### src/rtl/assert_macros.svh
// assertion macros shared by the dequantizer rtl
// no dependencies; compiled out when SYNTHESIS is defined
`ifndef ASSERT_MACROS_SVH
`define ASSERT_MACROS_SVH
`ifndef SYNTHESIS
`define BDQ_ASSERT(lbl, clk, rstn, prop) \
  lbl: assert property (@(posedge clk) disable iff (!rstn) (prop)) \
    else $error("assertion failed");
`define BDQ_ASSERT_NEVER(lbl, clk, rstn, cond) \
  lbl: assert property (@(posedge clk) disable iff (!rstn) !(cond)) \
    else $error("forbidden condition seen");
`else
`define BDQ_ASSERT(lbl, clk, rstn, prop)
`define BDQ_ASSERT_NEVER(lbl, clk, rstn, cond)
`endif
`endif

### src/rtl/nvfp4_bdq_pkg.sv
// types, constants and decode functions of the nvfp4 block dequantizer
// no dependencies
`default_nettype none
package nvfp4_bdq_pkg;

  localparam logic [5:0]  LastPos          = 6'd35;
  localparam logic [5:0]  ScaleBytes       = 6'd4;
  localparam logic [31:0] GlobalScaleReset = 32'h3F80_0000;
  localparam logic [31:0] CanonNan         = 32'h7FC0_0000;

  // e2m1 magnitudes as integer significand times 2^-1
  localparam logic [3:0] E2m1Sig [8] = '{4'd0, 4'd1, 4'd2, 4'd3, 4'd4, 4'd6, 4'd8, 4'd12};

  typedef struct packed {
    logic       is_scale;
    logic [1:0] slot;
    logic [2:0] lane;
    logic       last;
    logic [7:0] data;
  } cmd_t;

  typedef struct packed {
    logic       is_scale;
    logic [1:0] slot;
    logic [5:0] index;
    logic       last;
  } tag_t;

  // narrow operand: (-1)^sign * sig * 2^exp
  typedef struct packed {
    logic              sign;
    logic              nan;
    logic [3:0]        sig;
    logic signed [4:0] exp;
  } small_op_t;

  typedef struct packed {
    logic [31:0] a;
    small_op_t   b;
    tag_t        tag;
  } mul_op_t;

  typedef enum logic {
    IssLo,
    IssHi
  } issue_state_e;

  function automatic small_op_t e4m3_decode(input logic [7:0] v);
    small_op_t  r;
    logic [3:0] e;
    logic [2:0] m;
    e      = v[6:3];
    m      = v[2:0];
    r.sign = v[7];
    r.nan  = (e == 4'hF) && (m == 3'h7);
    if (e == 4'd0) begin
      r.sig = {1'b0, m};
      r.exp = -5'sd9;
    end else begin
      r.sig = {1'b1, m};
      r.exp = $signed({1'b0, e}) - 5'sd10;
    end
    return r;
  endfunction

  function automatic small_op_t e2m1_decode(input logic [3:0] nib);
    small_op_t r;
    r.sign = nib[3];
    r.nan  = 1'b0;
    r.sig  = E2m1Sig[nib[2:0]];
    r.exp  = -5'sd1;
    return r;
  endfunction

endpackage
`default_nettype wire

### src/rtl/nvfp4_bdq_if.sv
// valid/ready channel interfaces for the byte input and the result output
// no dependencies
`default_nettype none
interface nvfp4_bdq_in_if;
  logic       valid;
  logic       ready;
  logic [7:0] data_byte;
  modport source (output valid, output data_byte, input ready);
  modport sink (input valid, input data_byte, output ready);
endinterface

interface nvfp4_bdq_out_if;
  logic        valid;
  logic        ready;
  logic [31:0] value_bits;
  logic [5:0]  element_index;
  logic        block_done;
  modport source (output valid, output value_bits, output element_index, output block_done,
                  input ready);
  modport sink (input valid, input value_bits, input element_index, input block_done,
                output ready);
endinterface
`default_nettype wire

### src/rtl/nvfp4_bdq_queue.sv
// small command fifo between front and back
// depends on nvfp4_bdq_pkg
`default_nettype none
module nvfp4_bdq_queue #(
  parameter int unsigned Depth = 2
) (
  input  wire                  clk_i,
  input  wire                  rst_ni,
  input  wire                  push_i,
  input  nvfp4_bdq_pkg::cmd_t  push_data_i,
  output logic                 full_o,
  input  wire                  pop_i,
  output nvfp4_bdq_pkg::cmd_t  pop_data_o,
  output logic                 valid_o
);
  import nvfp4_bdq_pkg::*;

  localparam int unsigned PtrW = (Depth > 1) ? $clog2(Depth) : 1;
  localparam int unsigned CntW = $clog2(Depth + 1);

  cmd_t            mem_q [Depth];
  logic [PtrW-1:0] wptr_q, wptr_d, rptr_q, rptr_d;
  logic [CntW-1:0] cnt_q, cnt_d;
  logic            do_push, do_pop;

  assign full_o     = (cnt_q == CntW'(Depth));
  assign valid_o    = (cnt_q != '0);
  assign pop_data_o = mem_q[rptr_q];
  assign do_push    = push_i && !full_o;
  assign do_pop     = pop_i && valid_o;

  always_comb begin
    wptr_d = wptr_q;
    rptr_d = rptr_q;
    cnt_d  = cnt_q;
    if (do_push) begin
      wptr_d = (wptr_q == PtrW'(Depth - 1)) ? '0 : wptr_q + 1'b1;
    end
    if (do_pop) begin
      rptr_d = (rptr_q == PtrW'(Depth - 1)) ? '0 : rptr_q + 1'b1;
    end
    if (do_push && !do_pop) begin
      cnt_d = cnt_q + 1'b1;
    end else if (do_pop && !do_push) begin
      cnt_d = cnt_q - 1'b1;
    end
  end

  always_ff @(posedge clk_i or negedge rst_ni) begin
    if (!rst_ni) begin
      wptr_q <= '0;
      rptr_q <= '0;
      cnt_q  <= '0;
    end else begin
      wptr_q <= wptr_d;
      rptr_q <= rptr_d;
      cnt_q  <= cnt_d;
    end
  end

  always_ff @(posedge clk_i) begin
    if (do_push) begin
      mem_q[wptr_q] <= push_data_i;
    end
  end

endmodule
`default_nettype wire

### src/rtl/nvfp4_bdq_front.sv
// front: takes stream bytes, tracks the block position, classifies each byte
// depends on nvfp4_bdq_pkg and nvfp4_bdq_if
`default_nettype none
module nvfp4_bdq_front (
  input  wire                 clk_i,
  input  wire                 rst_ni,
  nvfp4_bdq_in_if.sink        in_i,
  input  wire                 full_i,
  output logic                push_o,
  output nvfp4_bdq_pkg::cmd_t cmd_o
);
  import nvfp4_bdq_pkg::*;

  logic [5:0] pos_q, pos_d;
  logic [5:0] nib_pos;

  assign in_i.ready = !full_i;
  assign push_o     = in_i.valid && !full_i;
  assign nib_pos    = pos_q - ScaleBytes;

  always_comb begin
    cmd_o.is_scale = (pos_q < ScaleBytes);
    cmd_o.slot     = cmd_o.is_scale ? pos_q[1:0] : nib_pos[4:3];
    cmd_o.lane     = nib_pos[2:0];
    cmd_o.last     = (pos_q == LastPos);
    cmd_o.data     = in_i.data_byte;
  end

  always_comb begin
    pos_d = pos_q;
    if (push_o) begin
      pos_d = (pos_q >= LastPos) ? '0 : pos_q + 6'd1;
    end
  end

  always_ff @(posedge clk_i or negedge rst_ni) begin
    if (!rst_ni) begin
      pos_q <= '0;
    end else begin
      pos_q <= pos_d;
    end
  end

endmodule
`default_nettype wire

### src/rtl/nvfp4_bdq_fmul.sv
// binary32 by narrow-operand multiplier, round to nearest even, two register stages
// depends on nvfp4_bdq_pkg
`default_nettype none
module nvfp4_bdq_fmul (
  input  wire                    clk_i,
  input  wire                    rst_ni,
  input  wire                    en_i,
  input  wire                    valid_i,
  input  nvfp4_bdq_pkg::mul_op_t op_i,
  output logic                   valid_o,
  output nvfp4_bdq_pkg::tag_t    tag_o,
  output logic [31:0]            result_o
);
  import nvfp4_bdq_pkg::*;

  // stage 1: significand product and exponent of its lsb
  logic [7:0]        a_exp, exp_eff;
  logic [22:0]       a_frac;
  logic [23:0]       sig_a;
  logic              a_nan, a_inf, b_zero;
  logic              s1_valid_q;
  logic [27:0]       s1_prod_q, s1_prod_d;
  logic signed [9:0] s1_exp_q, s1_exp_d;
  logic              s1_sign_q, s1_nan_q, s1_inf_q;
  logic              s1_nan_d, s1_inf_d;
  tag_t              s1_tag_q;

  assign a_exp   = op_i.a[30:23];
  assign a_frac  = op_i.a[22:0];
  assign sig_a   = {(a_exp != 8'd0), a_frac};
  assign exp_eff = (a_exp == 8'd0) ? 8'd1 : a_exp;
  assign a_nan   = (a_exp == 8'hFF) && (a_frac != '0);
  assign a_inf   = (a_exp == 8'hFF) && (a_frac == '0);
  assign b_zero  = (op_i.b.sig == 4'd0);

  assign s1_nan_d  = a_nan || op_i.b.nan || (a_inf && b_zero);
  assign s1_inf_d  = a_inf && !op_i.b.nan && !b_zero;
  assign s1_prod_d = {4'd0, sig_a} * {24'd0, op_i.b.sig};
  assign s1_exp_d  = $signed({2'b00, exp_eff}) - 10'sd150
                   + $signed({{5{op_i.b.exp[4]}}, op_i.b.exp});

  // stage 2: leading one, lsb exponent of the result and alignment shift
  logic [4:0]        lead;
  logic signed [9:0] l_raw, l_sel, sh_full, base_full;
  logic              s2_valid_q;
  logic [27:0]       s2_prod_q;
  logic signed [5:0] s2_sh_q;
  logic [8:0]        s2_base_q;
  logic              s2_sign_q, s2_nan_q, s2_inf_q, s2_zero_q;
  tag_t              s2_tag_q;

  always_comb begin
    lead = '0;
    for (int i = 0; i < 28; i++) begin
      if (s1_prod_q[i]) begin
        lead = 5'(i);
      end
    end
    l_raw     = $signed({5'd0, lead}) + s1_exp_q - 10'sd23;
    l_sel     = (l_raw < -10'sd149) ? -10'sd149 : l_raw;
    sh_full   = l_sel - s1_exp_q;
    base_full = l_sel + 10'sd149;
  end

  // stage 3: shift, round, pack
  logic signed [5:0] neg_sh;
  logic [27:0]       lshift;
  logic [36:0]       rshift;
  logic [23:0]       mant;
  logic              rbit, sticky, rnd;
  logic [32:0]       sum;

  always_comb begin
    neg_sh = -s2_sh_q;
    lshift = s2_prod_q << neg_sh[4:0];
    rshift = {s2_prod_q, 9'd0} >> s2_sh_q[3:0];
    if (s2_sh_q[5]) begin
      mant   = lshift[23:0];
      rbit   = 1'b0;
      sticky = 1'b0;
    end else begin
      mant   = rshift[32:9];
      rbit   = rshift[8];
      sticky = |rshift[7:0];
    end
    rnd = rbit && (sticky || mant[0]);
    sum = {1'b0, s2_base_q, 23'd0} + {9'd0, mant} + {32'd0, rnd};
    if (s2_nan_q) begin
      result_o = CanonNan;
    end else if (s2_inf_q || (sum >= 33'h0_7F80_0000)) begin
      result_o = {s2_sign_q, 8'hFF, 23'd0};
    end else if (s2_zero_q) begin
      result_o = {s2_sign_q, 31'd0};
    end else begin
      result_o = {s2_sign_q, sum[30:0]};
    end
  end

  assign valid_o = s2_valid_q;
  assign tag_o   = s2_tag_q;

  always_ff @(posedge clk_i or negedge rst_ni) begin
    if (!rst_ni) begin
      s1_valid_q <= 1'b0;
      s2_valid_q <= 1'b0;
    end else if (en_i) begin
      s1_valid_q <= valid_i;
      s2_valid_q <= s1_valid_q;
    end
  end

  always_ff @(posedge clk_i) begin
    if (en_i) begin
      s1_prod_q <= s1_prod_d;
      s1_exp_q  <= s1_exp_d;
      s1_sign_q <= op_i.a[31] ^ op_i.b.sign;
      s1_nan_q  <= s1_nan_d;
      s1_inf_q  <= s1_inf_d;
      s1_tag_q  <= op_i.tag;
      s2_prod_q <= s1_prod_q;
      s2_sh_q   <= sh_full[5:0];
      s2_base_q <= base_full[8:0];
      s2_sign_q <= s1_sign_q;
      s2_nan_q  <= s1_nan_q;
      s2_inf_q  <= s1_inf_q;
      s2_zero_q <= (s1_prod_q == '0);
      s2_tag_q  <= s1_tag_q;
    end
  end

endmodule
`default_nettype wire

### src/rtl/nvfp4_bdq_back.sv
// back: issues scale and nibble products, keeps group scales, drives the result register
// depends on nvfp4_bdq_pkg, nvfp4_bdq_if, nvfp4_bdq_fmul and assert_macros.svh
`default_nettype none
`include "assert_macros.svh"
module nvfp4_bdq_back (
  input  wire                 clk_i,
  input  wire                 rst_ni,
  input  wire                 cmd_valid_i,
  input  nvfp4_bdq_pkg::cmd_t cmd_i,
  output logic                cmd_pop_o,
  input  wire [31:0]          tensor_scale_i,
  nvfp4_bdq_out_if.source     out_o
);
  import nvfp4_bdq_pkg::*;

  issue_state_e state_q, state_d;
  logic         adv, issue, hi_sel;
  mul_op_t      op;
  logic         mul_valid;
  tag_t         mul_tag;
  logic [31:0]  mul_result;
  logic [31:0]  grp_scale_q [4];
  logic         out_valid_q, out_valid_d, out_load;
  logic [31:0]  out_value_q;
  logic [5:0]   out_index_q;
  logic         out_done_q;

  assign adv   = !out_valid_q || out_o.ready;
  assign issue = cmd_valid_i && adv;

  always_comb begin
    state_d = state_q;
    case (state_q)
      IssLo: begin
        if (issue && !cmd_i.is_scale) begin
          state_d = IssHi;
        end
      end
      IssHi: begin
        if (issue) begin
          state_d = IssLo;
        end
      end
      default: begin
        state_d = IssLo;
      end
    endcase
  end

  always_comb begin
    cmd_pop_o = 1'b0;
    hi_sel    = 1'b0;
    case (state_q)
      IssLo: begin
        cmd_pop_o = issue && cmd_i.is_scale;
      end
      IssHi: begin
        cmd_pop_o = issue;
        hi_sel    = 1'b1;
      end
      default: begin
        cmd_pop_o = 1'b0;
      end
    endcase
  end

  always_comb begin
    op.tag.is_scale = cmd_i.is_scale;
    op.tag.slot     = cmd_i.slot;
    op.tag.index    = {cmd_i.slot, hi_sel, cmd_i.lane};
    op.tag.last     = cmd_i.last && hi_sel;
    if (cmd_i.is_scale) begin
      op.a = tensor_scale_i;
      op.b = e4m3_decode(cmd_i.data);
    end else begin
      op.a = grp_scale_q[cmd_i.slot];
      op.b = e2m1_decode(hi_sel ? cmd_i.data[7:4] : cmd_i.data[3:0]);
    end
  end

  nvfp4_bdq_fmul u_fmul (
    .clk_i    (clk_i),
    .rst_ni   (rst_ni),
    .en_i     (adv),
    .valid_i  (issue),
    .op_i     (op),
    .valid_o  (mul_valid),
    .tag_o    (mul_tag),
    .result_o (mul_result)
  );

  assign out_load    = adv && mul_valid && !mul_tag.is_scale;
  assign out_valid_d = adv ? (mul_valid && !mul_tag.is_scale) : out_valid_q;

  always_ff @(posedge clk_i or negedge rst_ni) begin
    if (!rst_ni) begin
      state_q     <= IssLo;
      out_valid_q <= 1'b0;
    end else begin
      state_q     <= state_d;
      out_valid_q <= out_valid_d;
    end
  end

  always_ff @(posedge clk_i) begin
    if (adv && mul_valid && mul_tag.is_scale) begin
      grp_scale_q[mul_tag.slot] <= mul_result;
    end
    if (out_load) begin
      out_value_q <= mul_result;
      out_index_q <= mul_tag.index;
      out_done_q  <= mul_tag.last;
    end
  end

  assign out_o.valid         = out_valid_q;
  assign out_o.value_bits    = out_value_q;
  assign out_o.element_index = out_index_q;
  assign out_o.block_done    = out_done_q;

  `BDQ_ASSERT(a_hi_holds_nibble, clk_i, rst_ni, (state_q == IssHi) |-> (cmd_valid_i && !cmd_i.is_scale))
  `BDQ_ASSERT_NEVER(a_done_on_last, clk_i, rst_ni, out_valid_q && out_done_q && (out_index_q != 6'd63))
  `BDQ_ASSERT(a_hi_follows_lo, clk_i, rst_ni, (out_valid_q && out_o.ready && !out_index_q[3]) |=> (out_valid_q && out_index_q[3] && (out_index_q[2:0] == $past(out_index_q[2:0])) && (out_index_q[5:4] == $past(out_index_q[5:4]))))

endmodule
`default_nettype wire

### src/rtl/nvfp4_block_dequantizer.sv
// nvfp4 block dequantizer: a low-nibble result passes the command queue, the multiplier
// register stages and the result register; the high-nibble result of the same byte follows it
// both results of a nibble byte are issued through the single multiplier issue slot,
// one after the other, while a scale byte needs a single issue
// reset: block position and pipeline cleared, global scale back to 1.0,
// group scales undefined until their scale bytes arrive
`default_nettype none
module nvfp4_block_dequantizer #(
  parameter int unsigned QueueDepth = 2
) (
  input  wire              clk_i,
  input  wire              rst_ni,
  nvfp4_bdq_in_if.sink     in_i,
  nvfp4_bdq_out_if.source  out_o,
  input  wire              cfg_we_i,
  input  wire [31:0]       cfg_wdata_i
);
  import nvfp4_bdq_pkg::*;

  logic [31:0] tensor_scale_q;
  logic        push, full, cmd_valid, cmd_pop;
  cmd_t        push_cmd, head_cmd;

  always_ff @(posedge clk_i or negedge rst_ni) begin
    if (!rst_ni) begin
      tensor_scale_q <= GlobalScaleReset;
    end else if (cfg_we_i) begin
      tensor_scale_q <= cfg_wdata_i;
    end
  end

  nvfp4_bdq_front u_front (
    .clk_i  (clk_i),
    .rst_ni (rst_ni),
    .in_i   (in_i),
    .full_i (full),
    .push_o (push),
    .cmd_o  (push_cmd)
  );

  nvfp4_bdq_queue #(
    .Depth (QueueDepth)
  ) u_queue (
    .clk_i       (clk_i),
    .rst_ni      (rst_ni),
    .push_i      (push),
    .push_data_i (push_cmd),
    .full_o      (full),
    .pop_i       (cmd_pop),
    .pop_data_o  (head_cmd),
    .valid_o     (cmd_valid)
  );

  nvfp4_bdq_back u_back (
    .clk_i          (clk_i),
    .rst_ni         (rst_ni),
    .cmd_valid_i    (cmd_valid),
    .cmd_i          (head_cmd),
    .cmd_pop_o      (cmd_pop),
    .tensor_scale_i (tensor_scale_q),
    .out_o          (out_o)
  );

endmodule
`default_nettype wire
### src/flat_wrapper.sv
// flat-port wrapper written by rule: the top's interface ports become plain ports
module nvfp4_block_dequantizer_flat import nvfp4_bdq_pkg::*;
#(
  parameter int unsigned QueueDepth = 2
)
  (clk_i, rst_ni, cfg_we_i, cfg_wdata_i, in_i_valid, in_i_data_byte, in_i_ready, out_o_valid, out_o_value_bits, out_o_element_index, out_o_block_done, out_o_ready);
  nvfp4_bdq_in_if in_i_i ();
  nvfp4_bdq_out_if out_o_i ();
  input  wire clk_i;
  input  wire rst_ni;
  input  wire cfg_we_i;
  input  wire [31:0] cfg_wdata_i;
  input wire logic [$bits(in_i_i.valid)-1:0] in_i_valid;
  input wire logic [$bits(in_i_i.data_byte)-1:0] in_i_data_byte;
  output wire logic [$bits(in_i_i.ready)-1:0] in_i_ready;
  output wire logic [$bits(out_o_i.valid)-1:0] out_o_valid;
  output wire logic [$bits(out_o_i.value_bits)-1:0] out_o_value_bits;
  output wire logic [$bits(out_o_i.element_index)-1:0] out_o_element_index;
  output wire logic [$bits(out_o_i.block_done)-1:0] out_o_block_done;
  input wire logic [$bits(out_o_i.ready)-1:0] out_o_ready;
  assign in_i_i.valid = in_i_valid;
  assign in_i_i.data_byte = in_i_data_byte;
  assign in_i_ready = in_i_i.ready;
  assign out_o_valid = out_o_i.valid;
  assign out_o_value_bits = out_o_i.value_bits;
  assign out_o_element_index = out_o_i.element_index;
  assign out_o_block_done = out_o_i.block_done;
  assign out_o_i.ready = out_o_ready;
  nvfp4_block_dequantizer #(.QueueDepth(QueueDepth)) u_core (.clk_i(clk_i), .rst_ni(rst_ni), .in_i(in_i_i), .out_o(out_o_i), .cfg_we_i(cfg_we_i), .cfg_wdata_i(cfg_wdata_i));
endmodule
### config.mk
export PLATFORM = sky130hd
export DESIGN_NAME = nvfp4_block_dequantizer_flat
export DESIGN_NICKNAME = d
export VERILOG_FILES = /design/src/rtl/nvfp4_bdq_pkg.sv /design/src/rtl/nvfp4_bdq_if.sv /design/src/rtl/nvfp4_bdq_queue.sv /design/src/rtl/nvfp4_bdq_front.sv /design/src/rtl/nvfp4_bdq_fmul.sv /design/src/rtl/nvfp4_bdq_back.sv /design/src/rtl/nvfp4_block_dequantizer.sv /design/src/flat_wrapper.sv
export VERILOG_INCLUDE_DIRS = /design/src /design/src/rtl
export SDC_FILE = /design/constraint.sdc
export NUM_CORES = 1
export LEC_CHECK = 0
export BUFFER_PORTS_ARGS = -buffer_cell sky130_fd_sc_hd__buf_2
export CORE_MARGIN = 4
export CORE_UTILIZATION = 40
export CTS_BUF_LIST = sky130_fd_sc_hd__clkbuf_16
export CTS_CLUSTER_SIZE = 16
export DETAILED_ROUTE_END_ITERATION = 10
export PLACE_DENSITY_LB_ADDON = 0.05
export SLEW_MARGIN = 20
export SYNTH_ARGS = -nofsm -noshare
export SYNTH_HDL_FRONTEND = slang
export SYNTH_SLANG_ARGS = --single-unit
### constraint.sdc
create_clock -name clk_i -period 7.01 [get_ports clk_i]
set_input_delay 0.3505 -clock clk_i [delete_from_list [all_inputs] [get_ports clk_i]]
set_output_delay 0.3505 -clock clk_i [all_outputs]
set_load 0.05 [all_outputs]
==> results of run 1 <==
## registers in the layout, indices dropped and copies added (netlist names), 2 cells and up
register and cells:
u_core.u_queue.cnt_q 2, u_core.u_back.u_fmul.s1_prod_q 28, u_core.u_front.pos_q 6, u_core.u_back.out_o.value_bits 32, u_core.u_back.u_fmul.s2_prod_q 28, u_core.u_back.u_fmul.s2_sh_q 6, u_core.u_back.u_fmul.s2_base_q 9, u_core.tensor_scale_q 32
u_core.u_back.u_fmul.tag_o 8, u_core.u_back.out_o.element_index 6, u_core.u_back.u_fmul.s1_tag_q 8, u_core.u_queue.mem_q 30, u_core.u_back.u_fmul.s1_exp_q 10, u_core.u_back.grp_scale_q 128
## final timing paths
path	start	end	slack, ps
max reg2reg	u_core.u_queue.rptr_q	u_core.u_back.u_fmul.s1_prod_q[27]	530
min in group asynchronous	rst_ni	u_core.u_front.pos_q[3]	350
min	cfg_wdata_i[31]	u_core.tensor_scale_q[31]	30
max	u_core.u_queue.rptr_q	u_core.u_back.u_fmul.s1_prod_q[27]	530
min reg2reg	u_core.u_back.u_fmul.s1_tag_q[5]	u_core.u_back.u_fmul.tag_o[5]	420
max in group asynchronous	rst_ni	u_core.tensor_scale_q[30]	6220
## cell type report
type / count / area [um^2] / share of cell area [%]
clock buffer: 41 / 1026 / 4.176
clock inverter: 34 / 312.8 / 1.273
inverter: 98 / 367.9 / 1.497
multi-input combinational: 1338 / 10520 / 42.81
sequential: 347 / 10200 / 41.51
tap: 688 / 860.8 / 3.504
timing repair buffer: 188 / 1284 / 5.225
## cell families (layout without fill, tap and decap cells)
group | count (synthesis) | count (layout) | share of synthesized area, %
AO/OA/AOI/OAI | 333 | 333 | 10.58
XOR/XNOR | 91 | 91 | 3.690
adder cells (fa/ha/maj) | 115 | 115 | 8.295
buffers and inverters | 209 | 361 | 4.454
flip-flops | 347 | 347 | 47.21
multiplexers | 155 | 155 | 10.69
AND/OR/NAND/NOR | 644 | 644 | 15.07
## through the flow
step	setup slack [ps]	cell area, um^2	util, %	hold WS [ps]	cells
floorplan	339.3	21600	-	54.91	1894
global placement	678.9	22990	43.40	401.0	2636
detailed placement	610.5	22990	43.40	406.2	2636
CTS	573.6	24550	46.35	0.08404	2733
global route	129.4	24570	46.38	4.600	2734
finish	525.2	24570	46.38	32.14	2734
## layer usage
| metal | wire length, um | vias up | global-route usage [%] | share of wire (%) |
|---|---|---|---|---|
| met5 | 0 | - | 0 | 0 |
| met3 | 4277 | 69 | 3.889 | 6.8 |
| met2 | 28430 | 488 | 33.05 | 45 |
| met4 | 1161 | 0 | 4.337 | 1.9 |
| li1 | - | 7262 | - | - |
| met1 | 28760 | 7812 | 32.03 | 46 |
## what timing repair did
| item | 4_1_cts | 5_1_grt |
|---|---|---|
| hold endpoints to repair | 30 | 39 |
| buffers inserted | 0 | 0 |
| hold buffers | 22 | 1 |
## layout by cell type (no fill, tap or decap), types with 33 or more instances in the layout
master,count
buf_4,79
clkbuf_16,41
nand3_1,35
fa_1,47
edfxtp_1,301
ha_1,68
xnor2_1,57
mux2_2,66
nand2_1,215
dfrtp_1,39
mux2i_1,33
buf_2,84
and3_1,48
xor2_1,34
o21ai_0,47
mux4_2,54
inv_1,98
a21oi_1,99
nand2b_1,33
nor2_1,108
or2_2,52
## critical path, stage by stage, from the launching register on
cell and delay, ps:
dfrtp_1 400, buf_4 300, mux2i_2 320, inv_1 320
buf_4 360, a311oi_1 500, a21oi_1 200, or2_2 340
fa_1 540, inv_1 60, fa_1 470, ha_1 370
nand2_1 70, o31a_1 340, a211o_1 330, and4_1 180
o41ai_1 510, nand2_1 150, a21oi_1 190, o21a_1 130
nor2_1 40, xnor2_1 110
==> flow_summary.toml, run 1 <==
[run]
cap_violations = 0

[cells_and_area]
antenna_cells = 0
final_nets = 2174
fillerInstances = 4955
area_growth_pct = 13.73
drive_gt1_share_pct = 21.36

[place]
place_congestion = 0.9054
dpl.hpwl_um = 45630
io_buffers = 85

[critical_path]
cp.required_ps = 7320
crit_arrival_ps = 6790
startpoint_type = "register"
path_class = "register to register"
endpoint_kind = "register"
critPathMaxFanout = 21
reg2reg_depth = 21

[yosys]
synth_top_cell_area_share_pct = 41.84
ys_top_cells_by_area = "edfxtp_1 (42%), mux4_2 (5.6%), dfrtp_1 (4.5%)"
synth_edf_count = 301
synth_cell_types = 86
syn-cell-area_um2 = 21600
ys_seq_elements = 347
synth_seq_area_share_pct = 47.21
yosysMostFrequentCell = "edfxtp_1"
yosys-top-cells-count = "edfxtp_1 (301), nand2_1 (215), nor2_1 (109), a21oi_1 (101), inv_1 (94)"
synth.avg_cell_area_um2 = 11.40
yosysWarnings = 0
synth-main-ff-cell = "edfxtp_1"
async_flop_share_pct = 13.26
synth_nets = 2054
synth.largest_area_cell = "edfxtp_1"
synth_cells = 1894

[global_routing]
grt_max_degree = 67
overflow = 0
antenna_found_initial = 6
track_usage_pct = 21.45
first_global_vias = 15090
grt_pass1_wl_um = 94260

[routing]
drc_errors = 0
vias = 15630
dr.first_iter.drc_count = 1366
dr.pass1.iters = 7
wl_um = 62630
ant_nets = 0
routedWlPerCell_um = 22.91
vias_per_cell = 5.717

[floorplanning]
chipWidth_um = 240.4
core_area_um2 = 52970
pin_count = 86
fp.dieH_um = 240.4
fp.dieArea_um2 = 57780
rows = 84
initial_utilization_pct = 40.78

[sta]
layout_min_cycle_time_ps = 6485
setup_viol = 0
fin_skew_ps = 36.56
fmax_mhz = 154.2
relSlewSlack_pct = 32.98
rsz0062_at_grt = "no"
period_share_pct = 92.51
finalHoldViolCount = 0
finalSetupTns_ps = 0
tightest_slew_ps = 1005
drv_slew = 0

[clock_tree]
cts_buffer_depth = 3
cts_tree = "done"
root_buffer = "clkbuf_16"
cts_buffers = 41
clk_latency_ps = 570
cts_resized = 0
clk_pin_slew_ps = 60
cts.sinks = 347
htreeDepth = 2

[hold_path]
hp-class = "input port to register"
whs_path_depth = 2

[status]
status = "finished, final reports clean"
Power of run 1 is left out: the tool's default activity adds up to more than one toggle a clock period on the data nets, which glitch-free logic cannot reach.
==> run 2: changes to the inputs <==
- CORE_UTILIZATION: 40 -> 50
==> flow_summary.toml, run 2 (same netlist as run 1, synthesis figures left out) <==
[run]
cap_violations = 0

[critical_path]
reg2reg_depth = 21
cp.required_ps = 7310
regToRegEndpoint = "u_core.u_back.u_fmul.s1_prod_q[27]"
endpoint_kind = "register"
path_class = "register to register"
critPathSlowestCell = "mux2i_4"
critPathMaxFanout = 24
r2r-start = "u_core.u_queue.rptr_q"
startpoint_type = "register"
cp_cell_sequence = "mux2i_4 -> buf_4 -> nand2_1 -> and3_1 -> a311oi_1 -> a21oi_1 -> or2_2 -> fa_1 -> inv_1 -> fa_1 -> ha_1 -> nand2_1 -> o31a_1 -> a211o_1 -> and4_1 -> o41ai_1 -> nand2_1 -> a21oi_1 -> o21a_1 -> nor2_1 -> xnor2_1"
crit_arrival_ps = 6820
crit_buf_inv = 2
crit_top_cell = "nand2_1"
r2r_slack_ps = 490
worst_path_largest_cell_delay_ps = 540
cpLargestDelayFamily = "compound AO/OA/AOI/OAI gates"

[routing]
dr.first_iter.drc_count = 1527
drc_errors = 0
vias = 15730
dr.pass1.iters = 6
ant_nets = 0
vias_per_cell = 6.056
routedWlPerCell_um = 22.89
wl_um = 59460

[clock_tree]
cts_buffers = 38
postCtsHoldBufs = 7
post_cts_buffers = 0
cts.sinks = 347
cts_resized = 0
cts_tree = "done"
root_buffer = "clkbuf_16"
clk_pin_slew_ps = 60
htreeDepth = 2
cts_buffer_depth = 3
clk_latency_ps = 560

[cells_and_area]
drive_gt1_share_pct = 21.08
antenna_cells = 0
multi_input_area_um2 = 10520
largest_register_ffs = 128
area_growth_pct = 11.22
seq_area_um2 = 10200
layout_common_cells = "edfxtp_1 (301), nand2_1 (215), nor2_1 (108), inv_1 (103), a21oi_1 (99)"
mostFrequentLayoutCell = "edfxtp_1"
fillerInstances = 3577
largest-register = "u_core.u_back.grp_scale_q"
final_nets = 2152

[sta]
finalSetupTns_ps = 0
rsz0062_at_grt = "no"
layout_min_cycle_time_ps = 6520
relSlewSlack_pct = 24.67
drv_slew = 0
fmax_mhz = 153.4
fin_skew_ps = 26.45
period_share_pct = 93.01
finalHoldViolCount = 0
tightest_slew_ps = 1120
setup_viol = 0
timing.hold.ws_ps = 39.72

[hold_path]
hold_start = "cfg_wdata_i[12]"
hp-class = "input port to register"
whs_path_depth = 2
holdPathEnd = "u_core.tensor_scale_q[12]"

[status]
status = "finished, final reports clean"

[global_routing]
track_usage_pct = 25.12
overflow = 0
grt_pass1_wl_um = 91180
antenna_found_initial = 6
grt_max_degree = 81
first_global_vias = 15200

[floorplanning]
rows = 75
chipWidth_um = 215.9
pin_count = 86
fp.dieArea_um2 = 46590
fp.dieH_um = 215.9
initial_utilization_pct = 51.04
core_area_um2 = 42320

[place]
dpl.hpwl_um = 43690
io_buffers = 85
place_congestion = 0.9706
==> run 2: worst max path at each step <==
stage                           from                                 end  slack [ps]  cells past startpoint
3_3_place_gp   u_core.u_queue.rptr_q  u_core.u_back.u_fmul.s1_prod_q[27]         780                     23
6_report       u_core.u_queue.rptr_q  u_core.u_back.u_fmul.s1_prod_q[27]         490                     21
3_5_place_dp   u_core.u_queue.rptr_q  u_core.u_back.u_fmul.s1_prod_q[27]         650                     21
2_1_floorplan  u_core.u_queue.rptr_q  u_core.u_back.u_fmul.s1_prod_q[27]         340                     24
5_1_grt        u_core.u_queue.rptr_q  u_core.u_back.u_fmul.s1_prod_q[27]         130                     21
4_1_cts        u_core.u_queue.rptr_q  u_core.u_back.u_fmul.s1_prod_q[27]         580                     21
==> run 2: worst register-to-register path, cell delays in order, from the launching register on <==
cell,delay (ps)
dfrtp_1,400
mux2i_4,540
buf_4,390
nand2_1,100
and3_1,170
a311oi_1,520
a21oi_1,250
or2_2,360
fa_1,540
inv_1,60
fa_1,470
ha_1,380
nand2_1,70
o31a_1,340
a211o_1,320
and4_1,190
o41ai_1,540
nand2_1,150
a21oi_1,210
o21a_1,130
nor2_1,40
xnor2_1,110
==> run 2: area by class of cell <==
cell class / count / share of cell area (%)
tap: 577 / 3.005
inverter: 98 / 1.531
clock inverter: 31 / 0.7083
multi-input combinational: 1338 / 43.80
timing repair buffer: 169 / 4.541
sequential: 347 / 42.45
clock buffer: 38 / 3.958
==> run 2: metal layers <==
layer / vias up / track usage [%] / share of wire, % / routed length [um]
li1: 7226 / - / - / -
met1: 7837 / 36.90 / 44 / 26430
met2: 589 / 39.23 / 46 / 27350
met3: 82 / 4.487 / 7.6 / 4501
met4: 0 / 5.948 / 2.0 / 1174
met5: - / 0 / 0 / 0
==> run 2: per-stage QoR <==
step	worst slack [ps]	utilization (%)	cell area, um^2	instances
after floorplan	339.3	-	21600	1894
after global placement	782.5	53.85	22790	2521
after detailed placement	650.9	53.85	22790	2521
after CTS	584.0	56.67	23980	2597
after global routing	125.8	56.77	24020	2598
final	489.7	56.77	24020	2598
Power of run 2 is left out for the same reason.
